**config.mk**
```make
export PLATFORM = sky130hd
export DESIGN_NAME = gkht_ctrl
export DESIGN_NICKNAME = d
export VERILOG_FILES = /design/src/gkht_pkg.sv /design/src/gkht_ctrl.sv
export SDC_FILE = /design/constraint.sdc
export NUM_CORES = 1
export LEC_CHECK = 0
export ABC_AREA = 1
export BUFFER_PORTS_ARGS = -buffer_cell sky130_fd_sc_hd__buf_2
export CAP_MARGIN = 15
export CORE_MARGIN = 5
export CORE_UTILIZATION = 49
export CTS_CLUSTER_SIZE = 28
export DETAILED_ROUTE_END_ITERATION = 10
export PLACE_DENSITY = 0.82
export REMOVE_ABC_BUFFERS = 1
export SYNTH_ARGS = -nofsm -noshare
export SYNTH_HDL_FRONTEND = slang
export SYNTH_SLANG_ARGS = --single-unit
```
**constraint.sdc**
```tcl
create_clock -name i_clk -period 2.6 [get_ports i_clk]
set_clock_uncertainty 0.1 [all_clocks]
set_input_delay 0.13 -clock i_clk [delete_from_list [all_inputs] [get_ports i_clk]]
set_output_delay 0.13 -clock i_clk [all_outputs]
set_load 0.02 [all_outputs]
```
**src/gkht_pkg.sv**
```systemverilog
// Package for the generational key handle table: sizes, codes, entry word
// and the command/status structs between controller and datapath.
// No dependencies.
package gkht_pkg;

    localparam int MAX_ENTRIES = 8192;
    localparam int INDEX_BITS  = 14;
    localparam int MAX_OWNERS  = 8;
    localparam int HANDLE_BITS = 32;
    localparam int GEN_W       = HANDLE_BITS - INDEX_BITS;
    localparam int ADDR_W      = $clog2(MAX_ENTRIES);
    localparam int CNT_W       = 14;

    localparam logic [2:0] FN_ALLOC   = 3'd0;
    localparam logic [2:0] FN_LOOKUP  = 3'd1;
    localparam logic [2:0] FN_RELEASE = 3'd2;
    localparam logic [2:0] FN_PURGE   = 3'd3;
    localparam logic [2:0] FN_PURGE_A = 3'd4;
    localparam logic [2:0] FN_COUNT   = 3'd5;

    localparam logic [1:0] ST_OK   = 2'd0;
    localparam logic [1:0] ST_FAIL = 2'd1;
    localparam logic [1:0] ST_FULL = 2'd2;

    localparam logic [2:0] TYPE_X25519 = 3'd0;
    localparam logic [2:0] TYPE_PREKEY = 3'd1;
    localparam logic [2:0] TYPE_LAST   = 3'd4;

    localparam logic [2:0] RES_OK     = 3'd0;
    localparam logic [2:0] RES_FAIL   = 3'd1;
    localparam logic [2:0] RES_FULL   = 3'd2;
    localparam logic [2:0] RES_ALLOC  = 3'd3;
    localparam logic [2:0] RES_LOOKUP = 3'd4;
    localparam logic [2:0] RES_COUNT  = 3'd5;

    typedef struct packed {
        logic             valid;
        logic [2:0]       kind;
        logic [2:0]       owner;
        logic [GEN_W-1:0] gen;
    } t_entry;

    typedef struct packed {
        logic       cap;
        logic       clr_addr;
        logic       inc_addr;
        logic       rd_addr;
        logic       rd_hnd;
        logic       wr_alloc;
        logic       wr_zero_addr;
        logic       wr_zero_hnd;
        logic       dec_live;
        logic       load_out;
        logic [2:0] res_code;
    } t_cmd;

    typedef struct packed {
        logic [2:0] func;
        logic       bad_alloc;
        logic       bad_hidx;
        logic       last;
        logic       ent_free;
        logic       gen_hit;
        logic       type_ok;
        logic       slot_ok;
        logic       owner_hit;
        logic       out_free;
    } t_sts;

endpackage

```
**src/gkht_ctrl.sv**
```systemverilog
// Controller of the key handle table: sequences clearing, scans, lookups
// and result hand-off through datapath commands. Uses gkht_pkg.
module gkht_ctrl (
    input  logic           i_clk,
    input  logic           i_rst_n,
    input  logic           i_in_valid,
    output logic           o_in_stall,
    input  gkht_pkg::t_sts i_sts,
    output gkht_pkg::t_cmd o_cmd
);

    localparam logic [3:0] S_CLEAR  = 4'd0;
    localparam logic [3:0] S_IDLE   = 4'd1;
    localparam logic [3:0] S_DECODE = 4'd2;
    localparam logic [3:0] S_A_RD   = 4'd3;
    localparam logic [3:0] S_A_CHK  = 4'd4;
    localparam logic [3:0] S_H_CHK  = 4'd5;
    localparam logic [3:0] S_P_RD   = 4'd6;
    localparam logic [3:0] S_P_CHK  = 4'd7;
    localparam logic [3:0] S_RESP   = 4'd8;

    logic [3:0] r_state;
    logic [3:0] n_state;
    logic [2:0] r_code;
    logic [2:0] n_code;

    always_ff @(posedge i_clk) begin
        if (!i_rst_n) begin
            r_state <= S_CLEAR;
            r_code  <= gkht_pkg::RES_FAIL;
        end else begin
            r_state <= n_state;
            r_code  <= n_code;
        end
    end

    assign o_in_stall = (r_state != S_IDLE);

    always_comb begin
        n_state        = r_state;
        n_code         = r_code;
        o_cmd          = '0;
        o_cmd.res_code = r_code;
        case (r_state)
            S_CLEAR: begin
                o_cmd.wr_zero_addr = 1'b1;
                if (i_sts.last) begin
                    o_cmd.clr_addr = 1'b1;
                    n_state        = S_IDLE;
                end else begin
                    o_cmd.inc_addr = 1'b1;
                end
            end
            S_IDLE: begin
                if (i_in_valid) begin
                    o_cmd.cap = 1'b1;
                    n_state   = S_DECODE;
                end
            end
            S_DECODE: begin
                o_cmd.clr_addr = 1'b1;
                case (i_sts.func)
                    gkht_pkg::FN_ALLOC: begin
                        if (i_sts.bad_alloc) begin
                            n_code  = gkht_pkg::RES_FAIL;
                            n_state = S_RESP;
                        end else begin
                            n_state = S_A_RD;
                        end
                    end
                    gkht_pkg::FN_LOOKUP, gkht_pkg::FN_RELEASE: begin
                        if (i_sts.bad_hidx) begin
                            n_code  = gkht_pkg::RES_FAIL;
                            n_state = S_RESP;
                        end else begin
                            o_cmd.rd_hnd = 1'b1;
                            n_state      = S_H_CHK;
                        end
                    end
                    gkht_pkg::FN_PURGE, gkht_pkg::FN_PURGE_A: begin
                        n_state = S_P_RD;
                    end
                    gkht_pkg::FN_COUNT: begin
                        n_code  = gkht_pkg::RES_COUNT;
                        n_state = S_RESP;
                    end
                    default: begin
                        n_code  = gkht_pkg::RES_FAIL;
                        n_state = S_RESP;
                    end
                endcase
            end
            S_A_RD: begin
                o_cmd.rd_addr = 1'b1;
                n_state       = S_A_CHK;
            end
            S_A_CHK: begin
                if (i_sts.ent_free) begin
                    o_cmd.wr_alloc = 1'b1;
                    n_code         = gkht_pkg::RES_ALLOC;
                    n_state        = S_RESP;
                end else if (i_sts.last) begin
                    n_code  = gkht_pkg::RES_FULL;
                    n_state = S_RESP;
                end else begin
                    o_cmd.inc_addr = 1'b1;
                    n_state        = S_A_RD;
                end
            end
            S_H_CHK: begin
                n_code  = gkht_pkg::RES_FAIL;
                n_state = S_RESP;
                if (i_sts.gen_hit) begin
                    if (i_sts.func == gkht_pkg::FN_RELEASE) begin
                        o_cmd.wr_zero_hnd = 1'b1;
                        o_cmd.dec_live    = 1'b1;
                        n_code            = gkht_pkg::RES_OK;
                    end else if (i_sts.type_ok && i_sts.slot_ok) begin
                        n_code = gkht_pkg::RES_LOOKUP;
                    end
                end
            end
            S_P_RD: begin
                o_cmd.rd_addr = 1'b1;
                n_state       = S_P_CHK;
            end
            S_P_CHK: begin
                // drop every entry of the slot, or every entry at all
                if (i_sts.func == gkht_pkg::FN_PURGE_A || i_sts.owner_hit) begin
                    o_cmd.wr_zero_addr = 1'b1;
                    o_cmd.dec_live     = !i_sts.ent_free;
                end
                if (i_sts.last) begin
                    n_code  = gkht_pkg::RES_OK;
                    n_state = S_RESP;
                end else begin
                    o_cmd.inc_addr = 1'b1;
                    n_state        = S_P_RD;
                end
            end
            S_RESP: begin
                if (i_sts.out_free) begin
                    o_cmd.load_out = 1'b1;
                    n_state        = S_IDLE;
                end
            end
            default: begin
                n_state = S_IDLE;
            end
        endcase
    end

endmodule

```
==> metrics.yaml, run 1 <==
run_status: "finished, final reports clean"
ys_ff_latch: 7
ctsResizeCount: 0
finalMaxSlewViolations: 0
antenna_found_initial: 0
cts_max_level: 1
dpl-instance-area_sq_um: 830
fin_nets: 163
drt_iter0_drc: 26
power_density_nw_per_um2: 377
synth_cell_types: 23
grt_pass1_wl_um: 2990
cts.sinks: 7
yosysSeqAreaShare_pct: 20.9
yosysMostFrequentCell: "nand2_1"
synth_commonest_cells: "20 x nand2_1, 19 x inv_1, 17 x nor2_1, 15 x nand3_1, 7 x dfxtp_1"
tightest_slew_ns: 0.362
cts_buffers: 3
crit_type: "reg -> out"
stdcell_area_sq_um: 856
wl_um: 1900
final_util_pct: 65.8
relSlewSlack_pct: 75.7
avgSynthCellArea_sq_um: 5.83
portBuffers: 28
crit_fanout: 6
hold_path_class: "in -> reg"
worstPathArrival_ns: 1.53
holdWs_ns: 0.0199
min_path_cells: 2
ys.warnings.count: 0
via_per_inst: 5.38
setup_ws_ns: 0.835
first_pass_iters: 4
met1_usage_pct: 23.5
register_area_sq_um: 140
endpoint_kind: "output port"
cts_setup_buffers: 0
area_delta_synth_final_pct: 27.6
reg2reg_to: "r_code[1]$_SDFFE_PN0P_"
rr_worst_depth: 8
die_w_um: 47.0
setup_viol_count_final: 0
rrSetupSlack_ns: 1.19
cts_tree: "done"
yosys.area.top_type: "dfxtp_1"
p_leak_nw: 0.491
drive_above_1_share_pct: 32.0
place_hpwl_um: 1600
finalSetupTns_ns: 0
cts-hold-fix-buffers: 0
rsz0062_at_grt: "false"
min_period_ns: 1.76
antenna_left: 0
n_fill_cell: 134
grt.total_usage_pct: 19.6
maxCapViolCount: 0
use_met3_pct: 3.45
finalHoldViolCount: 0
synth_ff_type: "dfxtp_1"
hp-start: "i_rst_n"
fmax_ghz: 0.567
critPathLaunch: "r_state[0]$_SDFFE_PN0P_"
async_flop_share_pct: 0
dp_cells: 158
total_power_mw: 0.323
fin_cells: 162
final.period_utilization_pct: 67.9
dp_slack_ns: 1.14
num_antenna_cells: 0
via_count: 872
grt_busiest_layer: "met2"
yosys.area.top_type_share_pct: 20.9
coreArea_sq_um: 1300
first_global_vias: 728
clk_pin_slew_ns: 0.06
cp.required_ns: 2.37
wire_per_inst_um: 11.7
ios: 29
drc: 0
netlist_instances: 115
ctsLongestPathBuffers: 2
root_buffer: "clkbuf_4"
r2r-start: "r_state[3]$_SDFFE_PN0P_"
vdd_ir_drop_max_uv: 233
rows: 13
met2_usage_pct: 32.5
overflow: 0
gp_congestion: 0.925
multiInputGateArea_sq_um: 444
synthTopCellsByArea: "dfxtp_1 21%, nand2_1 11%, nand3_1 11%"
chipHeight_um: 47.0
grt_max_degree: 8
synth-edff-count: 0
worstSkewPairLatency_ns: 0.26
fp.dieArea_sq_um: 2210
netlist_area_sq_um: 671
critPathLaunchType: "flop"
crit_end: "o_cmd[4]"
start_util_pct: 51.5
worst max-delay path, stage by stage, from the launching register on:
cell     delay, ns
dfxtp_1       0.38
inv_2         0.10
nor3_1        0.35
inv_1         0.10
o22ai_1       0.16
buf_2         0.18
report_power, final:
part,internal (mW),leakage (nW),total [mW],switching [mW]
registers,0.112,0.0568,0.116,0.00466
logic,0.0356,0.419,0.102,0.0665
clock network,0.0589,0.0150,0.105,0.0457
total,0.206,0.491,0.323,0.117
sequential cells by signal, summed over array words and instances, names as in the netlist:
| name | flops |
|---|---|
| r_state | 4 |
| r_code | 3 |
how the worst min path moves through the flow:
stage                                  end  slack [ns]
floorplan           r_code[0]$_SDFFE_PN1P_        0.11
global placement    r_code[0]$_SDFFE_PN1P_        0.27
detailed placement  r_code[0]$_SDFFE_PN1P_        0.29
CTS                 r_code[0]$_SDFFE_PN1P_        0.02
global route        r_code[0]$_SDFFE_PN1P_        0.02
finish              r_code[0]$_SDFFE_PN1P_        0.02
kinds of logic (layout without fill, tap and decap cells):
logic type             count (synthesis)  count (layout)  share of synthesized area (%)
AO/OA/AOI/OAI                         12              12                           10.6
buffers and inverters                 23              55                           12.9
flip-flops                             7               7                           20.9
AND/OR/NAND/NOR                       73              73                           55.6
cells in the final DEF (no fill, tap or decap), types with 2 or more instances in the layout:
| cell type | n |
|---|---|
| a21oi_1 | 3 |
| buf_2 | 28 |
| clkbuf_4 | 3 |
| dfxtp_1 | 7 |
| inv_1 | 19 |
| inv_2 | 4 |
| nand2_1 | 20 |
| nand2_2 | 3 |
| nand2_4 | 2 |
| nand3_1 | 15 |
| nand3b_1 | 3 |
| nand4_1 | 3 |
| nand4_2 | 2 |
| nor2_1 | 17 |
| nor2_2 | 3 |
| nor3_1 | 3 |
| o21ai_0 | 3 |
area by class of cell:
type,count,share of cell area [%]
multi-input cells,85,51.9
flip-flops and latches,7,16.4
repair buffers,28,16.4
inverters,23,10.1
clock buffers,4,3.07
well taps,15,2.19
routing by layer:
metal	share of wire, %	routed length [um]
met4	2.7	51
met2	50	950
met1	39	748
met3	7.8	148
met5	0	0
Power figures use the tool's default switching activity.
==> inputs of run 2 (changes only) <==
--- a/config.mk
+++ b/config.mk
@@ -9,10 +9,10 @@
 export BUFFER_PORTS_ARGS = -buffer_cell sky130_fd_sc_hd__buf_2
 export CAP_MARGIN = 15
 export CORE_MARGIN = 5
-export CORE_UTILIZATION = 49
+export CORE_UTILIZATION = 46
 export CTS_CLUSTER_SIZE = 28
 export DETAILED_ROUTE_END_ITERATION = 10
-export PLACE_DENSITY = 0.82
+export PLACE_DENSITY = 0.78
 export REMOVE_ABC_BUFFERS = 1
 export SYNTH_ARGS = -nofsm -noshare
 export SYNTH_HDL_FRONTEND = slang
==> constraint.sdc (replaced) <==
create_clock -name i_clk -period 1.7 [get_ports i_clk]
set_clock_uncertainty 0.1 [all_clocks]
set_input_delay 0.085 -clock i_clk [delete_from_list [all_inputs] [get_ports i_clk]]
set_output_delay 0.085 -clock i_clk [all_outputs]
set_load 0.02 [all_outputs]
==> metrics.yaml, run 2 (synthesis gave the netlist of run 1 again) <==
endpoint_kind: "output port"
antenna_found_initial: 0
reg2reg_to: "r_code[1]$_SDFFE_PN0P_"
fin_nets: 163
fmax_ghz: 0.625
critical_path.top_delay_family: "flip-flops"
rows: 13
cts.sinks: 7
die_w_um: 48.2
first_global_vias: 712
min_period_ns: 1.60
p_leak_nw: 0.493
crit_fanout: 6
finalSetupTns_ns: 0
min_path_cells: 2
drc: 0
grt_max_degree: 8
coreArea_sq_um: 1330
r2r-start: "r_state[1]$_SDFFE_PN0P_"
cts_tree: "done"
drive_above_1_share_pct: 34.0
first_pass_iters: 4
finalMaxSlewViolations: 0
crit_chain: "inv_2 > nor3_2 > inv_1 > o22ai_1 > buf_2"
crit_buf_inv: 3
vdd_ir_drop_max_uv: 429
cts_max_level: 1
grt.total_usage_pct: 18.1
chipHeight_um: 48.2
final.period_utilization_pct: 94.1
hold_path_end: "r_code[0]$_SDFFE_PN1P_"
relSlewSlack_pct: 81.1
num_antenna_cells: 0
cts_buffers: 3
overflow: 0
clk_pin_slew_ns: 0.05
root_buffer: "clkbuf_4"
run_status: "finished with violations"
maxCapViolCount: 0
rr_worst_depth: 7
finalHoldViolCount: 1
largest_reg_flops: 4
worstSkewPairLatency_ns: 0.24
drt_iter0_drc: 32
tightest_slew_ns: 0.280
reg.largest.list: "r_state x4, r_code x3"
rrSetupSlack_ns: 0.26
crit_type: "reg -> out"
ios: 29
antenna_left: 0
violations: "hold timing"
holdWs_ns: -0.000899
rsz0062_at_grt: "false"
ctsLongestPathBuffers: 2
cpPeakStageDelay_ns: 0.39
cp.depth: 5
hold_path_class: "in -> reg"
portBuffers: 28
place_hpwl_um: 1610
cp.required_ns: 1.51
worstPathArrival_ns: 1.42
cp_slowest_cell: "dfxtp_1"
wire_per_inst_um: 11.5
via_per_inst: 5.08
grt_pass1_wl_um: 2930
fp.dieArea_sq_um: 2320
final_cell_mix: "28 x buf_2, 20 x nand2_1, 19 x inv_1"
area_delta_synth_final_pct: 28.9
final_common_cell: "buf_2"
regMostFlops: "r_state"
hp-start: "i_rst_n"
via_count: 823
critPathLaunchType: "flop"
power_density_nw_per_um2: 555
setup_viol_count_final: 0
gp_congestion: 0.909
final_util_pct: 64.8
start_util_pct: 50.3
wl_um: 1870
## run 2: how the worst max path moves through the flow
stage,slack (ns),from,to
floorplan,0.25,r_state[1]$_SDFFE_PN0P_,r_code[0]$_SDFFE_PN1P_
global placement,0.27,r_state[0]$_SDFFE_PN0P_,o_cmd[4]
detailed placement,0.28,r_state[0]$_SDFFE_PN0P_,o_cmd[4]
CTS,0.02,r_state[0]$_SDFFE_PN0P_,o_cmd[4]
global route,0.0007,r_state[1]$_SDFFE_PN0P_,o_cmd[11]
finish,0.1,r_state[0]$_SDFFE_PN0P_,o_cmd[4]
## run 2: per-stage QoR
stage	setup slack [ns]	cells	instance area, sq um	power, mW	hold WS (ns)
2_1_floorplan	0.246	115	671	0.282	0.0691
3_3_place_gp	0.268	158	830	0.334	0.231
3_5_place_dp	0.282	158	830	0.336	0.259
4_1_cts	0.0223	162	856	0.483	0.00138
5_1_grt	0.000711	162	865	0.513	0.00466
6_report	0.0995	162	865	0.479	-0.000899
## run 2: layer usage
metal / share of wire, % / routed length, um / GRT usage (%) / vias up
li1: - / - / - / 438
met1: 44 / 814 / 23.6 / 363
met4: 0.96 / 18 / 6.45 / 0
met5: 0 / 0 / 0 / -
met3: 5.5 / 102 / 2.58 / 4
met2: 50 / 931 / 29.9 / 18
## run 2: worst reg2reg max path, delay by kind of cell (launching register included)
family | cells | cell delay [ns]
flops | 1 | 0.48
simple gates | 7 | 0.73
## run 2: power by group
group | total [mW] | internal, mW | switching, mW
clock | 0.144 | 0.0891 | 0.0545
combinational | 0.157 | 0.0553 | 0.101
sequential | 0.179 | 0.171 | 0.00788
## run 2: what timing repair did
| action | 4_1_cts | 5_1_grt |
|---|---|---|
| endpoints found under the hold margin | 0 | 0 |
| resized for setup | 0 | 3 |
| hold buffers | 0 | 0 |
| endpoints found under the setup margin | 0 | 2 |
| buffers inserted | 0 | 0 |
## run 2: layout make-up
class | instances | area (sq um)
inverters | 23 | 86.3
clock buffers | 4 | 26.3
well taps | 15 | 18.8
flip-flops and latches | 7 | 141
multi-input cells | 85 | 452
repair buffers | 28 | 140
fillers | 131 | 469
==> inputs of run 3 (changes only) <==
--- a/config.mk
+++ b/config.mk
@@ -13,6 +13,7 @@
 export CTS_CLUSTER_SIZE = 28
 export DETAILED_ROUTE_END_ITERATION = 10
 export PLACE_DENSITY = 0.78
+export RECOVER_POWER = 100
 export REMOVE_ABC_BUFFERS = 1
 export SYNTH_ARGS = -nofsm -noshare
 export SYNTH_HDL_FRONTEND = slang
==> metrics.yaml, run 3 (synthesis gave the netlist of run 1 again) <==
worstPathArrival_ns: 1.42
num_antenna_cells: 0
ctsLongestPathBuffers: 2
cpPeakStageDelay_ns: 0.39
fmax_ghz: 0.625
finalSetupTns_ns: 0
rsz0062_at_grt: "false"
power_density_nw_per_um2: 556
hold_path_class: "in -> reg"
violations: "hold timing"
coreArea_sq_um: 1330
crit_type: "reg -> out"
crit_buf_inv: 3
largest_reg_flops: 4
endpoint_kind: "output port"
regMostFlops: "r_state"
area_delta_synth_final_pct: 28.4
critical_path.top_delay_family: "flip-flops"
fin_nets: 163
min_period_ns: 1.60
die_w_um: 48.2
finalMaxSlewViolations: 0
min_path_cells: 2
maxCapViolCount: 0
rows: 13
vdd_ir_drop_max_uv: 429
portBuffers: 28
via_count: 823
run_status: "finished with violations"
final.period_utilization_pct: 94.1
cp_slowest_cell: "dfxtp_1"
cts.sinks: 7
p_leak_nw: 0.483
crit_chain: "inv_2 > nor3_2 > inv_1 > o22ai_1 > buf_2"
place_hpwl_um: 1610
total_power_mw: 0.479
dp_cells: 158
first_global_vias: 712
chipHeight_um: 48.2
grt_max_degree: 8
tightest_slew_ns: 0.280
grt_pass1_wl_um: 2930
first_pass_iters: 4
grt.total_usage_pct: 18.1
rr_worst_depth: 7
wl_um: 1860
antenna_left: 0
crit_fanout: 6
wire_per_inst_um: 11.5
drt_iter0_drc: 32
reg.largest.list: "r_state x4, r_code x3"
cts_buffers: 3
cts-hold-fix-buffers: 0
final_cell_mix: "25 x buf_2, 20 x nand2_1, 19 x inv_1"
start_util_pct: 50.3
ios: 29
via_per_inst: 5.08
cts_setup_buffers: 0
ctsResizeCount: 0
drc: 0
final_util_pct: 64.5
critPathLaunchType: "flop"
cts_max_level: 1
cp.depth: 5
cp.required_ns: 1.51
clk_pin_slew_ns: 0.05
cts_tree: "done"
fin_cells: 162
relSlewSlack_pct: 81.1
setup_viol_count_final: 0
final_common_cell: "buf_2"
finalHoldViolCount: 1
drive_above_1_share_pct: 32.0
root_buffer: "clkbuf_4"
worstSkewPairLatency_ns: 0.24
gp_congestion: 0.909
holdWs_ns: -0.00115
fp.dieArea_sq_um: 2320
antenna_found_initial: 0
overflow: 0
run 3: layer usage:
metal  track usage (%)  vias up  routed length (um)
li1                  -      438                   -
met1              23.6      363                 811
met2              29.9       18                 931
met3              2.58        4                 100
met4              6.45        0                  18
met5                 0        -                   0
run 3: path summary, 6_finish.rpt:
check                          start  slack, ns                      to
min reg2reg   r_code[0]$_SDFFE_PN1P_       0.43  r_code[0]$_SDFFE_PN1P_
max reg2reg  r_state[1]$_SDFFE_PN0P_       0.26  r_code[1]$_SDFFE_PN0P_
min                          i_rst_n     -0.001  r_code[0]$_SDFFE_PN1P_
max          r_state[0]$_SDFFE_PN0P_        0.1                o_cmd[4]
run 3: where the power goes:
part / internal (mW) / switching (mW) / total (mW)
logic: 0.0547 / 0.101 / 0.156
clock network: 0.0891 / 0.0545 / 0.144
registers: 0.171 / 0.00792 / 0.179
total: 0.315 / 0.164 / 0.479
run 3: metrics by stage:
stage	worst slack (ns)	instance area, sq um
floorplan	0.246	671
global placement	0.268	830
detailed placement	0.282	830
CTS	0.0223	856
global route	0.000711	861
finish	0.0995	861
run 3: area by class of cell:
type,instances,area (sq um)
Inverter,23,86.3
Multi-Input combinational cell,85,452
Fill cell,133,473
Timing Repair Buffer,28,136
Tap cell,15,18.8
Sequential cell,7,141
Clock buffer,4,26.3
